## src/rtl/hbt_pkg.sv

```systemverilog
package hbt_pkg;

	// Frame fields
	localparam logic [3:0] HB_FUNC_CODE = 4'hE;

	// Configuration register indexes
	localparam int CFG_IDX_W = 1;
	localparam logic [CFG_IDX_W-1:0] REG_TIMEOUT = 1'b0;
	localparam logic [CFG_IDX_W-1:0] REG_OWN_ID  = 1'b1;

	// Configuration reset values
	localparam logic [15:0] TIMEOUT_RESET = 16'd3000;
	localparam logic [6:0]  OWN_ID_RESET  = 7'd1;

	// Input operation codes
	localparam logic OP_FRAME = 1'b0;
	localparam logic OP_TICK  = 1'b1;

	typedef struct packed {
		logic        operation;
		logic [10:0] cob_id;
		logic [31:0] now_ms;
	} in_item_t;

	typedef struct packed {
		logic       changed;
		logic [7:0] connected_count;
	} out_item_t;

	// Classified command passed from front to back
	typedef enum logic [1:0] {
		CMD_NOP  = 2'd0,
		CMD_HB   = 2'd1,
		CMD_TICK = 2'd2
	} cmd_kind_t;

	typedef struct packed {
		cmd_kind_t   kind;
		logic [6:0]  node;
		logic [31:0] value;   // deadline for a heartbeat, current time for a tick
	} cmd_t;

endpackage

```

## src/rtl/hbt_queue.sv

```systemverilog
module hbt_queue (
	input  logic          clk,
	input  logic          arst_n,
	input  logic          push_valid,
	output logic          push_ready,
	input  hbt_pkg::cmd_t push_cmd,
	output logic          pop_valid,
	input  logic          pop_ready,
	output hbt_pkg::cmd_t pop_cmd
);

	hbt_pkg::cmd_t entry_q [2];
	logic          wr_ptr_q;
	logic          rd_ptr_q;
	logic [1:0]    level_q;
	logic          push;
	logic          pop;

	assign push_ready = (level_q != 2'd2);
	assign pop_valid  = (level_q != 2'd0);
	assign pop_cmd    = entry_q[rd_ptr_q];
	assign push       = push_valid && push_ready;
	assign pop        = pop_valid && pop_ready;

	// Store entries
	always_ff @(posedge clk) begin
		if (push) begin
			entry_q[wr_ptr_q] <= push_cmd;
		end
	end

	// Advance pointers and level
	always_ff @(posedge clk or negedge arst_n) begin
		if (!arst_n) begin
			wr_ptr_q <= 1'b0;
			rd_ptr_q <= 1'b0;
			level_q  <= 2'd0;
		end else begin
			if (push) begin
				wr_ptr_q <= ~wr_ptr_q;
			end
			if (pop) begin
				rd_ptr_q <= ~rd_ptr_q;
			end
			case ({push, pop})
				2'b10:   level_q <= level_q + 2'd1;
				2'b01:   level_q <= level_q - 2'd1;
				default: level_q <= level_q;
			endcase
		end
	end

endmodule

```

## config.mk

```make
export PLATFORM = sky130hd
export DESIGN_NAME = hbt_queue
export DESIGN_NICKNAME = d
export VERILOG_FILES = /design/src/rtl/hbt_pkg.sv /design/src/rtl/hbt_queue.sv
export SDC_FILE = /design/constraint.sdc
export NUM_CORES = 1
export LEC_CHECK = 0
export BUFFER_PORTS_ARGS = -buffer_cell sky130_fd_sc_hd__buf_2
export CAP_MARGIN = 20
export CORE_MARGIN = 1
export CORE_UTILIZATION = 40
export DETAILED_ROUTE_END_ITERATION = 10
export MAX_ROUTING_LAYER = met4
export PLACE_DENSITY = 0.76
export SYNTH_ARGS = -nofsm -noshare
export SYNTH_HDL_FRONTEND = slang
export SYNTH_SLANG_ARGS = --single-unit
```

## constraint.sdc

```tcl
create_clock -name clk -period 2.85 [get_ports clk]
set_input_delay 0.285 -clock clk [delete_from_list [all_inputs] [get_ports clk]]
set_output_delay 0.285 -clock clk [all_outputs]
set_load 0.1 [all_outputs]
```

==> metrics.txt <==
Seq/Total Area, Yosys=0.807; Top FF cell, synth=edfxtp_1; max-slew violations=0; status=completed; number of global-route vias before repair=1,704; drt pass-1 iters=4; crit path from=rd_ptr_q$_DFFE_PN0P_; CORE AREA=7690 um^2; synth unique cells=14; maximum clock rate=475 MHz; CTS tree=yes; CTS Sinks=86; die area=8300 um^2; Worst Path Required=2.57 ns; Fillers=667; P&R area growth vs syn=24.1%; # diodes=0; Post-synth ARST share=0.0465; Slew @ Worst Pin=0.503 ns; Max-Cap Viols=0; CTS Buf Count=9; initial core utilization=0.413; syn_nets=191; RSZ-0062 raised after global routing=false; via count=1,595; chip width=91.1 um; Yosys Warn Count=0; Final nets=288; I/O Buffers=87; initial antenna violation count=0; maximum clock path buffer count=2; GR Overflow Total=0; Post-route DRC=0; clock-pin transition on the worst setup and hold timing paths=0.08 ns; fin crit period=2.11 ns; post-synth top area share=0.775; Critical Path End Type=output port; worst hold slack=0.135 ns; routed length per instance=14.5 um; Setup TNS=0 ns; htree depth=3; vias per cell=4.58; first-pass GRT wire length=7.87 mm; cts repair resizes=0; Post-Syn Area=3180 um^2; Final Hold Vio Count=0; ANT nets after route=0; DRT Wirelength=5.06 mm; Tot GR Track Use=0.131; CP arrival=1.82 ns; largest net degree at the start of global routing=31; final estimated routing congestion in global placement=0.622; Iteration-0 DRC Markers=39; later-pin clock latency in the skew report=0.33 ns; Crit Path Category=reg -> out; Post-synth EDFFs=82; skew final=0.00858 ns; Synth Register Bits=86; Mean Syn Cell Area=21.9 um^2; FF-to-FF Start=level_q[0]$_DFFE_PN0P_; Placement Rows=32; Worst setup SP type=flop; worst rel slew slack=0.665; CP max FO=30; fin crit share=0.739; Chip Height=91.1 um; IO Pins=88; Mapped Cells=145; layout cells sized above 1=0.589; final setup violation count=0; clk root buf=clkbuf_8; Worst Hold Launch=push_cmd[0]; top cell type by total area after synthesis=edfxtp_1; Detailed Place HPWL=3.38 mm; hold crit path type=in -> reg; Synth area leaders=edfxtp_1 78%, mux2_2 13%, dfrtp_1 3.2%
-- worst max-delay path, cell delays in order, from the launching register on --
cell and delay [ns]:
dfrtp_2 0.56, buf_12 0.26, mux2_2 0.36, buf_2 0.29
-- sequential cells by signal (all words and copies together), names as in the netlist --
| register | flops |
|---|---|
| rd_ptr_q | 1 |
| entry_q | 82 |
| wr_ptr_q | 1 |
| level_q | 2 |
-- per-stage QoR --
step	util	worst slack, ns	std cells	area (um^2)
final	0.513	0.744	348	3940
after global routing	0.513	0.667	348	3940
after CTS	0.513	0.702	348	3940
after detailed placement	0.488	1.08	332	3750
after global placement	0.488	1.09	332	3750
after floorplan	-	0.0734	145	3180
-- per-layer routing --
| metal | GRT usage | part of all wire | vias to the layer above |
|---|---|---|---|
| li1 | - | - | 757 |
| met1 | 0.147 | 0.41 | 782 |
| met2 | 0.225 | 0.53 | 50 |
| met3 | 0.0318 | 0.044 | 6 |
| met4 | 0.0516 | 0.010 | 0 |
| met5 | - | 0 | - |
-- synth_stat cells (all sizes together), types with 2 or more instances --
master  instances
edfxtp         82
mux2           41
buf             5
dfrtp           4
xnor2           3
nor2            2
xor2            2
-- logic make-up (layout without fill, tap and decap cells) --
| kind of cell | after synthesis | in the layout | synth area share |
|---|---|---|---|
| DFF | 86 | 86 | 0.807 |
| and+or+nand+nor | 7 | 7 | 0.0122 |
| xor gates and xnor gates | 5 | 5 | 0.0138 |
| buffers and inverters | 5 | 106 | 0.0177 |
| adders and majority gates | 1 | 1 | 0.00394 |
| muxes | 41 | 41 | 0.145 |
-- path summary, 6_finish.rpt --
check	endpoint	slack [ns]	cells after the start
min reg2reg	level_q[1]$_DFFE_PN0P_	0.49	1
max in group asynchronous	rd_ptr_q$_DFFE_PN0P_	2.40	2
max reg2reg	entry_q[0][3]$_DFFE_PP_	1.16	4
max	pop_cmd[2]	0.74	3
min	entry_q[0][0]$_DFFE_PP_	0.14	1
min in group asynchronous	rd_ptr_q$_DFFE_PN0P_	0.30	2
-- cells in the final DEF (no fill, tap or decap), drive strengths merged, types with 2 or more instances in the layout --
cell type and instances:
nor2 2, xor2 2, dfrtp 4, xnor2 3, clkinv 3, buf 90
mux2 41, edfxtp 82, clkbuf 10
-- layout make-up --
class	instances	area, um^2	share of cell area
clock buffers	10	128	0.0324
clock inverters	5	51.3	0.0130
multi-input cells	54	566	0.143
flip-flops and latches	86	2560	0.650
well taps	102	128	0.0324
repair buffers	91	505	0.128
-- what timing repair did --
item	CTS	global route
hold buffers	1	0
hold endpoints to repair	4	0
setup endpoints to repair	0	0
buffers inserted	0	0
Power is left out: the tool's default activity adds up to more than one toggle a clock period on the data nets, which glitch-free logic cannot reach.
