<file path="config.mk">
export PLATFORM = sky130hd
export DESIGN_NAME = hbt_front
export DESIGN_NICKNAME = d
export VERILOG_FILES = /design/src/rtl/hbt_pkg.sv /design/src/rtl/hbt_front.sv
export SDC_FILE = /design/constraint.sdc
export NUM_CORES = 1
export LEC_CHECK = 0
export ABC_CLOCK_PERIOD_IN_PS = 2800
export BUFFER_PORTS_ARGS = -buffer_cell sky130_fd_sc_hd__buf_4
export CAP_MARGIN = 10
export CORE_MARGIN = 2
export CORE_UTILIZATION = 45
export DETAILED_ROUTE_END_ITERATION = 8
export PLACE_DENSITY = 0.78
export SYNTH_ARGS = -nofsm -noshare
export SYNTH_HDL_FRONTEND = slang
export SYNTH_SLANG_ARGS = --single-unit
</file>
<file path="constraint.sdc">
create_clock -name clk -period 2.8 [get_ports clk]
set_input_delay 0.28 -clock clk [delete_from_list [all_inputs] [get_ports clk]]
set_output_delay 0.28 -clock clk [all_outputs]
set_load 0.01 [all_outputs]
</file>
<file path="src/rtl/hbt_pkg.sv">
package hbt_pkg;

	// Frame fields
	localparam logic [3:0] HB_FUNC_CODE = 4'hE;

	// Configuration register indexes
	localparam int CFG_IDX_W = 1;
	localparam logic [CFG_IDX_W-1:0] REG_TIMEOUT = 1'b0;
	localparam logic [CFG_IDX_W-1:0] REG_OWN_ID  = 1'b1;

	// Configuration reset values
	localparam logic [15:0] TIMEOUT_RESET = 16'd3000;
	localparam logic [6:0]  OWN_ID_RESET  = 7'd1;

	// Input operation codes
	localparam logic OP_FRAME = 1'b0;
	localparam logic OP_TICK  = 1'b1;

	typedef struct packed {
		logic        operation;
		logic [10:0] cob_id;
		logic [31:0] now_ms;
	} in_item_t;

	typedef struct packed {
		logic       changed;
		logic [7:0] connected_count;
	} out_item_t;

	// Classified command passed from front to back
	typedef enum logic [1:0] {
		CMD_NOP  = 2'd0,
		CMD_HB   = 2'd1,
		CMD_TICK = 2'd2
	} cmd_kind_t;

	typedef struct packed {
		cmd_kind_t   kind;
		logic [6:0]  node;
		logic [31:0] value;   // deadline for a heartbeat, current time for a tick
	} cmd_t;

endpackage

</file>
<file path="src/rtl/hbt_front.sv">
module hbt_front #(
	parameter int NODE_SLOTS = 128
) (
	input  logic                             clk,
	input  logic                             arst_n,
	input  logic                             in_valid,
	output logic                             in_ready,
	input  hbt_pkg::in_item_t                in_data,
	input  logic                             cfg_valid,
	output logic                             cfg_ready,
	input  logic [hbt_pkg::CFG_IDX_W-1:0]    cfg_index,
	input  logic [15:0]                      cfg_data,
	output logic                             cmd_valid,
	input  logic                             cmd_ready,
	output hbt_pkg::cmd_t                    cmd
);

	logic [15:0] timeout_q;
	logic [6:0]  own_id_q;
	logic [3:0]  func;
	logic [6:0]  node;
	logic        is_hb;

	// Configuration registers, always ready
	assign cfg_ready = 1'b1;

	always_ff @(posedge clk or negedge arst_n) begin
		if (!arst_n) begin
			timeout_q <= hbt_pkg::TIMEOUT_RESET;
			own_id_q  <= hbt_pkg::OWN_ID_RESET;
		end else if (cfg_valid) begin
			unique case (cfg_index)
				hbt_pkg::REG_TIMEOUT: timeout_q <= cfg_data;
				hbt_pkg::REG_OWN_ID:  own_id_q  <= cfg_data[6:0];
				default: ;
			endcase
		end
	end

	// Classify the incoming transaction
	assign func  = in_data.cob_id[10:7];
	assign node  = in_data.cob_id[6:0];
	assign is_hb = (func == hbt_pkg::HB_FUNC_CODE) && (node != own_id_q)
		&& ({1'b0, node} < 8'(NODE_SLOTS));

	always_comb begin
		cmd.node = node;
		if (in_data.operation == hbt_pkg::OP_TICK) begin
			cmd.kind  = hbt_pkg::CMD_TICK;
			cmd.value = in_data.now_ms;
		end else begin
			cmd.kind  = is_hb ? hbt_pkg::CMD_HB : hbt_pkg::CMD_NOP;
			// deadline wraps modulo 2^32
			cmd.value = in_data.now_ms + {16'd0, timeout_q};
		end
	end

	// Hand off to the queue
	assign cmd_valid = in_valid;
	assign in_ready  = cmd_ready;

endmodule

</file>
==> results.cfg, run 1 <==
[flow_run]
maxCapViolCount = 0

[floorplanning]
start_util_pct = 46.55
chipHeight_um = 76.46
core-area_sq_um = 5075
die_w_um = 76.46
io_pins = 110
num_rows = 26
dieArea_sq_um = 5845

[detailed_routing]
first_pass_iters = 4
drc = 0
routedWlPerCell_um = 15.49
antenna_left = 0
initialDrtViolationCount = 51
via_per_inst = 5.512
vias = 2370
drt-total-wl_mm = 6.662

[sta]
setup_viol = 10
finalCriticalPeriod_ps = 3028
fin_skew_ps = 0
setup_ws_ps = -228.2
period_share_pct = 108.2
rsz0062_at_grt = yes
drv_slew = 0
hold_viol_final = 0
clock.fmax_mhz = 330.2
whs_ps = 230.6

[grt]
grt_antenna_before_repair = 0
grt_pass1_wl_mm = 10.59
grt_max_degree = 41
grt_pass1_vias = 2372
grt_overflow_total = 0
grt.total_usage_pct = 21.89

[finish]
area_growth_pct = 42.48
fillers = 449
final_cell_mix = buf_4, mux2_2, nand2_1
diodes = 0
utilization_pct = 66.32
mostFrequentLayoutCell = buf_4
nNetsFinal = 444
drive_gt1_share_pct = 51.67

[power]
p_total_w = 0.001540
p_per_area_nw_per_um2 = 457.5
ir_worst_vdd_uv = 313.4
leakage_nw = 1.524

[clock_network]
clock-root-buffer = clkbuf_8
cts_buffers = 3
clk_latency_ps = 270
cts_tree = done
htreeDepth = 1
clk_pin_slew_worst_paths_ps = 90
cts_buffer_depth = 2
cts_sinks = 23

[min_path]
min_from = cfg_data[10]
hold_path_depth = 2
hp-class = in -> reg

[critical_path]
start_kind = flip-flop
critPathArrivalTime_ps = 2750
path_max_fanout = 8
r2r_start = timeout_q[1]
crit_type = reg -> out
end_kind = output port
reg2reg_depth = 1
crit_required_ps = 2520
startpoint = timeout_q[0]

[place]
io_buffers = 104
dp_hpwl_mm = 4.954
dp_slack_ps = -140.1
place_congestion = 0.8759

[synth]
ys_types = 47
synth.cell_area_sq_um = 2362
yosys_register_bits = 23
syn_avg_cell_area_sq_um = 9.156
synth_warnings = 0
synth_seq_area_share_pct = 24.79
syn_nets = 341
syn-instance-count = 258

[outcome]
status = finished, violations left
violations = setup timing
-- synthesized netlist by cell type, drive strengths merged --
cell type / instances / area [sq um]
mux2: 26 / 292.8
nand2: 22 / 82.58
o21ai: 20 / 100.1
xor2: 20 / 175.2
ha: 16 / 200.2
dfrtp: 15 / 375.4
xnor2: 15 / 131.4
buf: 14 / 97.60
nor2: 14 / 52.55
a21oi: 12 / 60.06
a21o: 9 / 72.57
and3: 8 / 53.80
dfstp: 8 / 210.2
nand4: 6 / 37.54
nor2b: 5 / 31.28
clkbuf: 4 / 15.01
nand3: 4 / 20.02
a31oi: 3 / 18.77
nor3: 3 / 15.01
o2111ai: 3 / 26.28
o211ai: 3 / 22.52
a221o: 2 / 21.27
and2: 2 / 12.51
inv: 2 / 7.510
nand3b: 2 / 15.01
nor4: 2 / 12.51
o21bai: 2 / 15.01
a2111oi: 1 / 8.760
a211o: 1 / 8.760
a211oi: 1 / 7.510
a221oi: 1 / 8.760
a22oi: 1 / 7.510
a2bb2oi: 1 / 8.760
a311oi: 1 / 26.28
a31o: 1 / 8.760
and3b: 1 / 8.760
bufbuf: 1 / 32.53
conb: 1 / 3.750
fa: 1 / 20.02
nor3b: 1 / 7.510
nor4b: 1 / 8.760
o2bb2ai: 1 / 15.01
or2: 1 / 6.260
-- registers in the layout (all words and copies together) (netlist names) --
signal     cells
timeout_q     16
own_id_q       7
-- critical path: stages, from the launching register on --
cell and delay, ps:
dfrtp_1 400, ha_2 190, fa_2 350, a21o_2 210
a221o_2 350, o2bb2ai_2 150, a311oi_4 270, buf_6 160
nand3b_1 120, xnor2_1 130, buf_4 140
-- area by class of cell --
cell class | count | area (sq um) | share of cell area, %
repair buffers | 117 | 895.9 | 26.62
multi-input cells | 214 | 1740 | 51.71
inverters | 2 | 7.507 | 0.2230
clock inverters | 1 | 7.507 | 0.2230
flip-flops and latches | 23 | 585.6 | 17.40
clock buffers | 3 | 41.29 | 1.227
well taps | 70 | 87.58 | 2.602
-- kinds of logic (layout without fill, tap and decap cells) --
logic type | count (synthesis) | count (layout) | share of synthesized area [%]
other cells | 1 | 1 | 0.1587
compound gates | 63 | 63 | 18.49
simple gates | 72 | 72 | 15.41
mux | 26 | 26 | 12.39
buf+inv | 21 | 123 | 6.462
fa+ha+maj | 17 | 17 | 9.322
flops | 23 | 23 | 24.79
xor+xnor | 35 | 35 | 12.98
-- layer usage --
metal	vias to the layer above	track usage [%]	wire length (um)
met2	102	41.33	3462
met3	11	2.844	410
li1	1137	-	-
met4	0	8.545	158
met1	1120	24.72	2631
met5	-	0	0
-- worst paths after layout --
| check | endpoint | slack (ps) |
|---|---|---|
| max reg2reg | timeout_q[1] | 2000 |
| min in group asynchronous | timeout_q[14] | 440 |
| min | timeout_q[10] | 230 |
| max in group asynchronous | own_id_q[0] | 2070 |
| min reg2reg | timeout_q[15] | 520 |
| max | cmd[28] | -230 |
-- through the flow --
stage	cell area (sq um)	setup TNS (ps)	cells
2_1_floorplan	2362	0	258
3_3_place_gp	3131	-509.0	419
3_5_place_dp	3131	-868.7	419
4_1_cts	3268	-2607	427
5_1_grt	3366	-3145	430
6_report	3366	-2033	430
-- what timing repair did --
item / 4_1_cts / 5_1_grt
setup endpoints to repair: 21 / 25
pin swaps: 9 / 15
endpoints found under the hold margin: 15 / 0
resized for setup: 17 / 22
hold buffers: 1 / 0
buffers inserted: 3 / 4
cloned: 0 / 0
-- power breakdown --
part           internal, W  switching [W]
logic             0.000456       0.000436
clock network     0.000101       0.000121
registers         0.000394      0.0000317
total             0.000951       0.000589
No activity file was read; power rests on OpenSTA's default activity.
==> run 2, diff against run 1 <==
- CORE_UTILIZATION: 45 -> 48
- PLACE_DENSITY: 0.78 -> 0.82
==> results.cfg, run 2 (synthesis gave the netlist of run 1 again) <==
[detailed_routing]
drt-total-wl_mm = 6.401
antenna_left = 0
drc = 0
vias = 2326
via_per_inst = 5.397
first_pass_iters = 4
initialDrtViolationCount = 73
routedWlPerCell_um = 14.85

[finish]
largest_register_ffs = 16
drive_gt1_share_pct = 51.65
area_growth_pct = 44.23
diodes = 0
top_register = timeout_q
mostFrequentLayoutCell = buf_4
fillers = 355
final_cell_mix = buf_4, mux2_2, nand2_1
top_regs = timeout_q: 16 flops, own_id_q: 7 flops
nNetsFinal = 448

[power]
power.share.switching_pct = 37.77
p_per_area_nw_per_um2 = 453.3
p_int_w = 0.0009612
ir_worst_vdd_uv = 342.0
seqPwrFrac_pct = 27.6
combinationalPowerShare_pct = 57.8
leakage_nw = 1.548
pwr-share-clk_pct = 14.6
p_sw_w = 0.0005833

[clock_network]
clk_pin_slew_worst_paths_ps = 90
clk_latency_ps = 280
cts_sinks = 23
cts_buffers = 3
htreeDepth = 1
cts_tree = done
cts_buffer_depth = 2
clock-root-buffer = clkbuf_8

[sta]
setup_ws_ps = -214.5
tns_ps = -1999
rsz0062_at_grt = yes
fin_skew_ps = 0
period_share_pct = 107.7
whs_ps = 233.9
finalCriticalPeriod_ps = 3015
drv_slew = 0
hold_viol_final = 0
setup_viol = 12
clock.fmax_mhz = 331.7

[critical_path]
end_kind = output port
crit_type = reg -> out
cp_slowest_stage_delay_ps = 420
crit_family = compound AO/OA/AOI/OAI gates
path_max_fanout = 8
crit_required_ps = 2520
start_kind = flip-flop
critPathSlowestCell = dfrtp_1
critPathBufInv = 2
critPathArrivalTime_ps = 2730
path_cells = ha_4, fa_2, a21o_4, a221o_2, o2bb2ai_2, a311oi_4, buf_6, nand3b_1, xnor2_1, buf_4

[grt]
grt.total_usage_pct = 22.31
grt_pass1_vias = 2214
grt_max_degree = 41
grt_pass1_wl_mm = 9.784
grt_antenna_before_repair = 0
grt_overflow_total = 0

[floorplanning]
dieArea_sq_um = 5498
die_w_um = 74.15
start_util_pct = 50.01
core-area_sq_um = 4723
num_rows = 25
io_pins = 110
chipHeight_um = 74.15

[flow_run]
maxCapViolCount = 0

[place]
dp_hpwl_mm = 4.652
io_buffers = 104
place_congestion = 0.8533

[outcome]
status = finished, violations left
violations = setup timing

[min_path]
hp-class = in -> reg
[run 2: changes by cell type in the layout (fill, tap and decap cells not counted), moves of 2 or more]
cell       delta
o21ai_1       -2
o2111ai_2     +2
o2111ai_1     -2
o21ai_0       +2
buf_4         +4
ha_2          -2
[run 2: through the flow]
step	std cells	power, W	utilization (%)	instance area, sq um	setup slack (ps)
after floorplan	258	0.0009288	-	2362	108.6
after global placement	415	0.001179	66.04	3119	-117.0
after detailed placement	415	0.001194	66.04	3119	-169.1
after CTS	422	0.001457	69.03	3261	-207.4
after global routing	431	0.001648	72.13	3407	-337.9
final	431	0.001545	72.13	3407	-214.5
[run 2: layout make-up]
class	instances	area, sq um	area share [%]
clock buffers	3	41.29	1.212
inverters	2	7.507	0.2203
clock inverters	1	7.507	0.2203
well taps	67	83.83	2.461
flip-flops and latches	23	585.6	17.19
multi-input cells	214	1755	51.52
repair buffers	121	925.9	27.18
[run 2: final timing paths]
path / from / depth (start not counted) / slack (ps) / to
worst max-delay path: timeout_q[0] / 10 / -210 / cmd[26]
worst max register to register: own_id_q[2] / 1 / 2000 / own_id_q[2]
worst min register to register: timeout_q[15] / 1 / 520 / timeout_q[15]
min in group asynchronous: arst_n / 2 / 420 / timeout_q[1]
worst min-delay path: cfg_data[7] / 2 / 230 / timeout_q[7]
max in group asynchronous: arst_n / 2 / 2090 / timeout_q[11]
[run 2: metal layers]
layer,GRT usage [%],share of wire (%),vias to the layer above
met1,27.73,42,1091
met2,40.28,51,81
li1,-,-,1146
met4,6.263,1.1,0
met5,0,0,-
met3,3.117,6.5,8
[run 2: power by group through the flow]
stage / Sequential [W] / Combinational [W] / Clock [W]
after global placement: 0.000427 / 0.000753 / 0
final: 0.000426 / 0.000893 / 0.000225
after floorplan: 0.000421 / 0.000508 / 0
after CTS: 0.000423 / 0.000806 / 0.000227
after global routing: 0.000433 / 0.000970 / 0.000245
after detailed placement: 0.000430 / 0.000764 / 0
[run 2: repair_timing]
item                                   4_1_cts  5_1_grt
endpoints found under the hold margin       15        0
gates resized for setup                     14       23
setup endpoints to repair                   21       24
pin swaps                                    2        8
setup buffers                                2        9
hold buffers                                 1        0
gates cloned                                 0        0
==> run 3, diff against run 2 <==
- ABC_CLOCK_PERIOD_IN_PS: 2800 -> 3550
- CORE_UTILIZATION: 48 -> 51
- PLACE_DENSITY: 0.82 -> 0.86
- RECOVER_POWER: not set -> 25
- clock period: 2.8 -> 3.55 ns (I/O delays scaled with it)
==> results.cfg, run 3 (synthesis gave the netlist of run 1 again) <==
[sta]
tns_ps = 0
clock.fmax_mhz = 300.5
whs_ps = 315.0
rsz0062_at_grt = no
hold_viol_final = 0
drv_slew = 0
max_slew_margin_pct = 16.72
worstMarginPinSlew_ps = 1249
fin_skew_ps = 0
setup_viol = 0
finalCriticalPeriod_ps = 3328
period_share_pct = 93.75

[critical_path]
end_kind = output port
r2r_start = timeout_q[15]
crit_required_ps = 3190
path_max_fanout = 8
start_kind = flip-flop
timing.rr.end = timeout_q[15]
reg2reg_depth = 1
reg2reg_slack_ps = 2730
crit_type = reg -> out
critPathArrivalTime_ps = 2970

[flow_run]
maxCapViolCount = 0

[clock_network]
cts_buffer_depth = 2
clk_pin_slew_worst_paths_ps = 90
cts_buffers = 3
cts_sinks = 23
clk_latency_ps = 270
cts-resized-gates = 0
htreeDepth = 1
cts_hold_repair.buffers = 1
clock-root-buffer = clkbuf_8
cts_tree = done
postCtsSetupBuffers = 0

[power]
leakage_nw = 1.459
p_total_w = 0.001107
p_per_area_nw_per_um2 = 354.2
ir_worst_vdd_uv = 316.8

[floorplanning]
start_util_pct = 53.51
chipHeight_um = 72.06
num_rows = 24
core-area_sq_um = 4414
dieArea_sq_um = 5193
die_w_um = 72.06
io_pins = 110

[finish]
final_cell_mix = buf_4, mux2_2, nand2_1
drive_gt1_share_pct = 44.13
utilization_pct = 70.80
fillers = 364
top_register = timeout_q
largest_register_ffs = 16
area_growth_pct = 32.31
mostFrequentLayoutCell = buf_4
nNetsFinal = 433
diodes = 0
top_regs = timeout_q: 16 flops, own_id_q: 7 flops

[detailed_routing]
vias = 2312
drc = 0
drt-total-wl_mm = 6.156
antenna_left = 0
routedWlPerCell_um = 15.35
first_pass_iters = 4
initialDrtViolationCount = 107
via_per_inst = 5.766

[min_path]
hold_path_depth = 2
hp-class = in -> reg
min_from = cfg_data[7]
min_to = timeout_q[7]

[outcome]
status = completed

[grt]
grt_max_degree = 41
grt_antenna_before_repair = 0
grt_pass1_wl_mm = 10.17
grt_pass1_vias = 2337
grt.total_usage_pct = 24.15
grt_overflow_total = 0

[place]
place_congestion = 0.8879
dp_hpwl_mm = 5.025
io_buffers = 104
run 3: cell types whose count changed in the layout (fill, tap and decap cells not counted), moves of 3 or more:
| cell | previous run | this run |
|---|---|---|
| a21oi_1 | 9 | 12 |
| o21ai_1 | 5 | 0 |
| o21ai_0 | 13 | 20 |
| buf_4 | 116 | 104 |
| ha_1 | 12 | 16 |
| buf_6 | 4 | 0 |
run 3: worst max path at each step:
stage	start	to	slack (ps)	cells after the start
3_5_place_dp	in_data[0]	cmd[18]	390	10
6_report	timeout_q[0]	cmd[18]	220	9
2_1_floorplan	in_data[0]	cmd[24]	780	8
4_1_cts	timeout_q[0]	cmd[18]	200	9
5_1_grt	timeout_q[0]	cmd[26]	60	9
3_3_place_gp	in_data[0]	cmd[28]	460	10
run 3: power breakdown:
part,leakage (nW),internal (W),switching [W]
combinational,1.18,0.000301,0.000299
sequential,0.260,0.000311,0.0000256
clock,0.0217,0.0000795,0.0000914
run 3: layer usage:
layer	vias up	wire length [um]	track usage, %
met5	-	0	0
met4	0	70	6.289
met3	8	472	2.778
met2	98	3229	45.06
met1	1093	2384	29.22
li1	1113	-	-
run 3: per-stage QoR:
| step | setup WS (ps) | area [sq um] | cells |
|---|---|---|---|
| after floorplan | 779.1 | 2362 | 258 |
| after global placement | 460.4 | 3070 | 396 |
| after detailed placement | 394.3 | 3070 | 396 |
| after CTS | 198.7 | 3129 | 401 |
| after global routing | 61.79 | 3126 | 401 |
| final | 221.7 | 3126 | 401 |
run 3: critical path, stage by stage (launching register included):
cell	delay, ps
dfrtp_1	390
ha_1	220
fa_1	400
a21o_2	250
a221o_2	380
o2bb2ai_2	160
a311oi_4	460
nor3_1	120
xor2_1	170
buf_4	160
run 3: final cells by class:
type / instances / area, sq um / area share [%]
Clock buffer: 3 / 41.29 / 1.321
Clock inverter: 1 / 7.507 / 0.2402
Inverter: 2 / 7.507 / 0.2402
Multi-Input combinational cell: 214 / 1624 / 51.96
Sequential cell: 23 / 585.6 / 18.73
Tap cell: 52 / 65.06 / 2.082
Timing Repair Buffer: 106 / 794.5 / 25.42
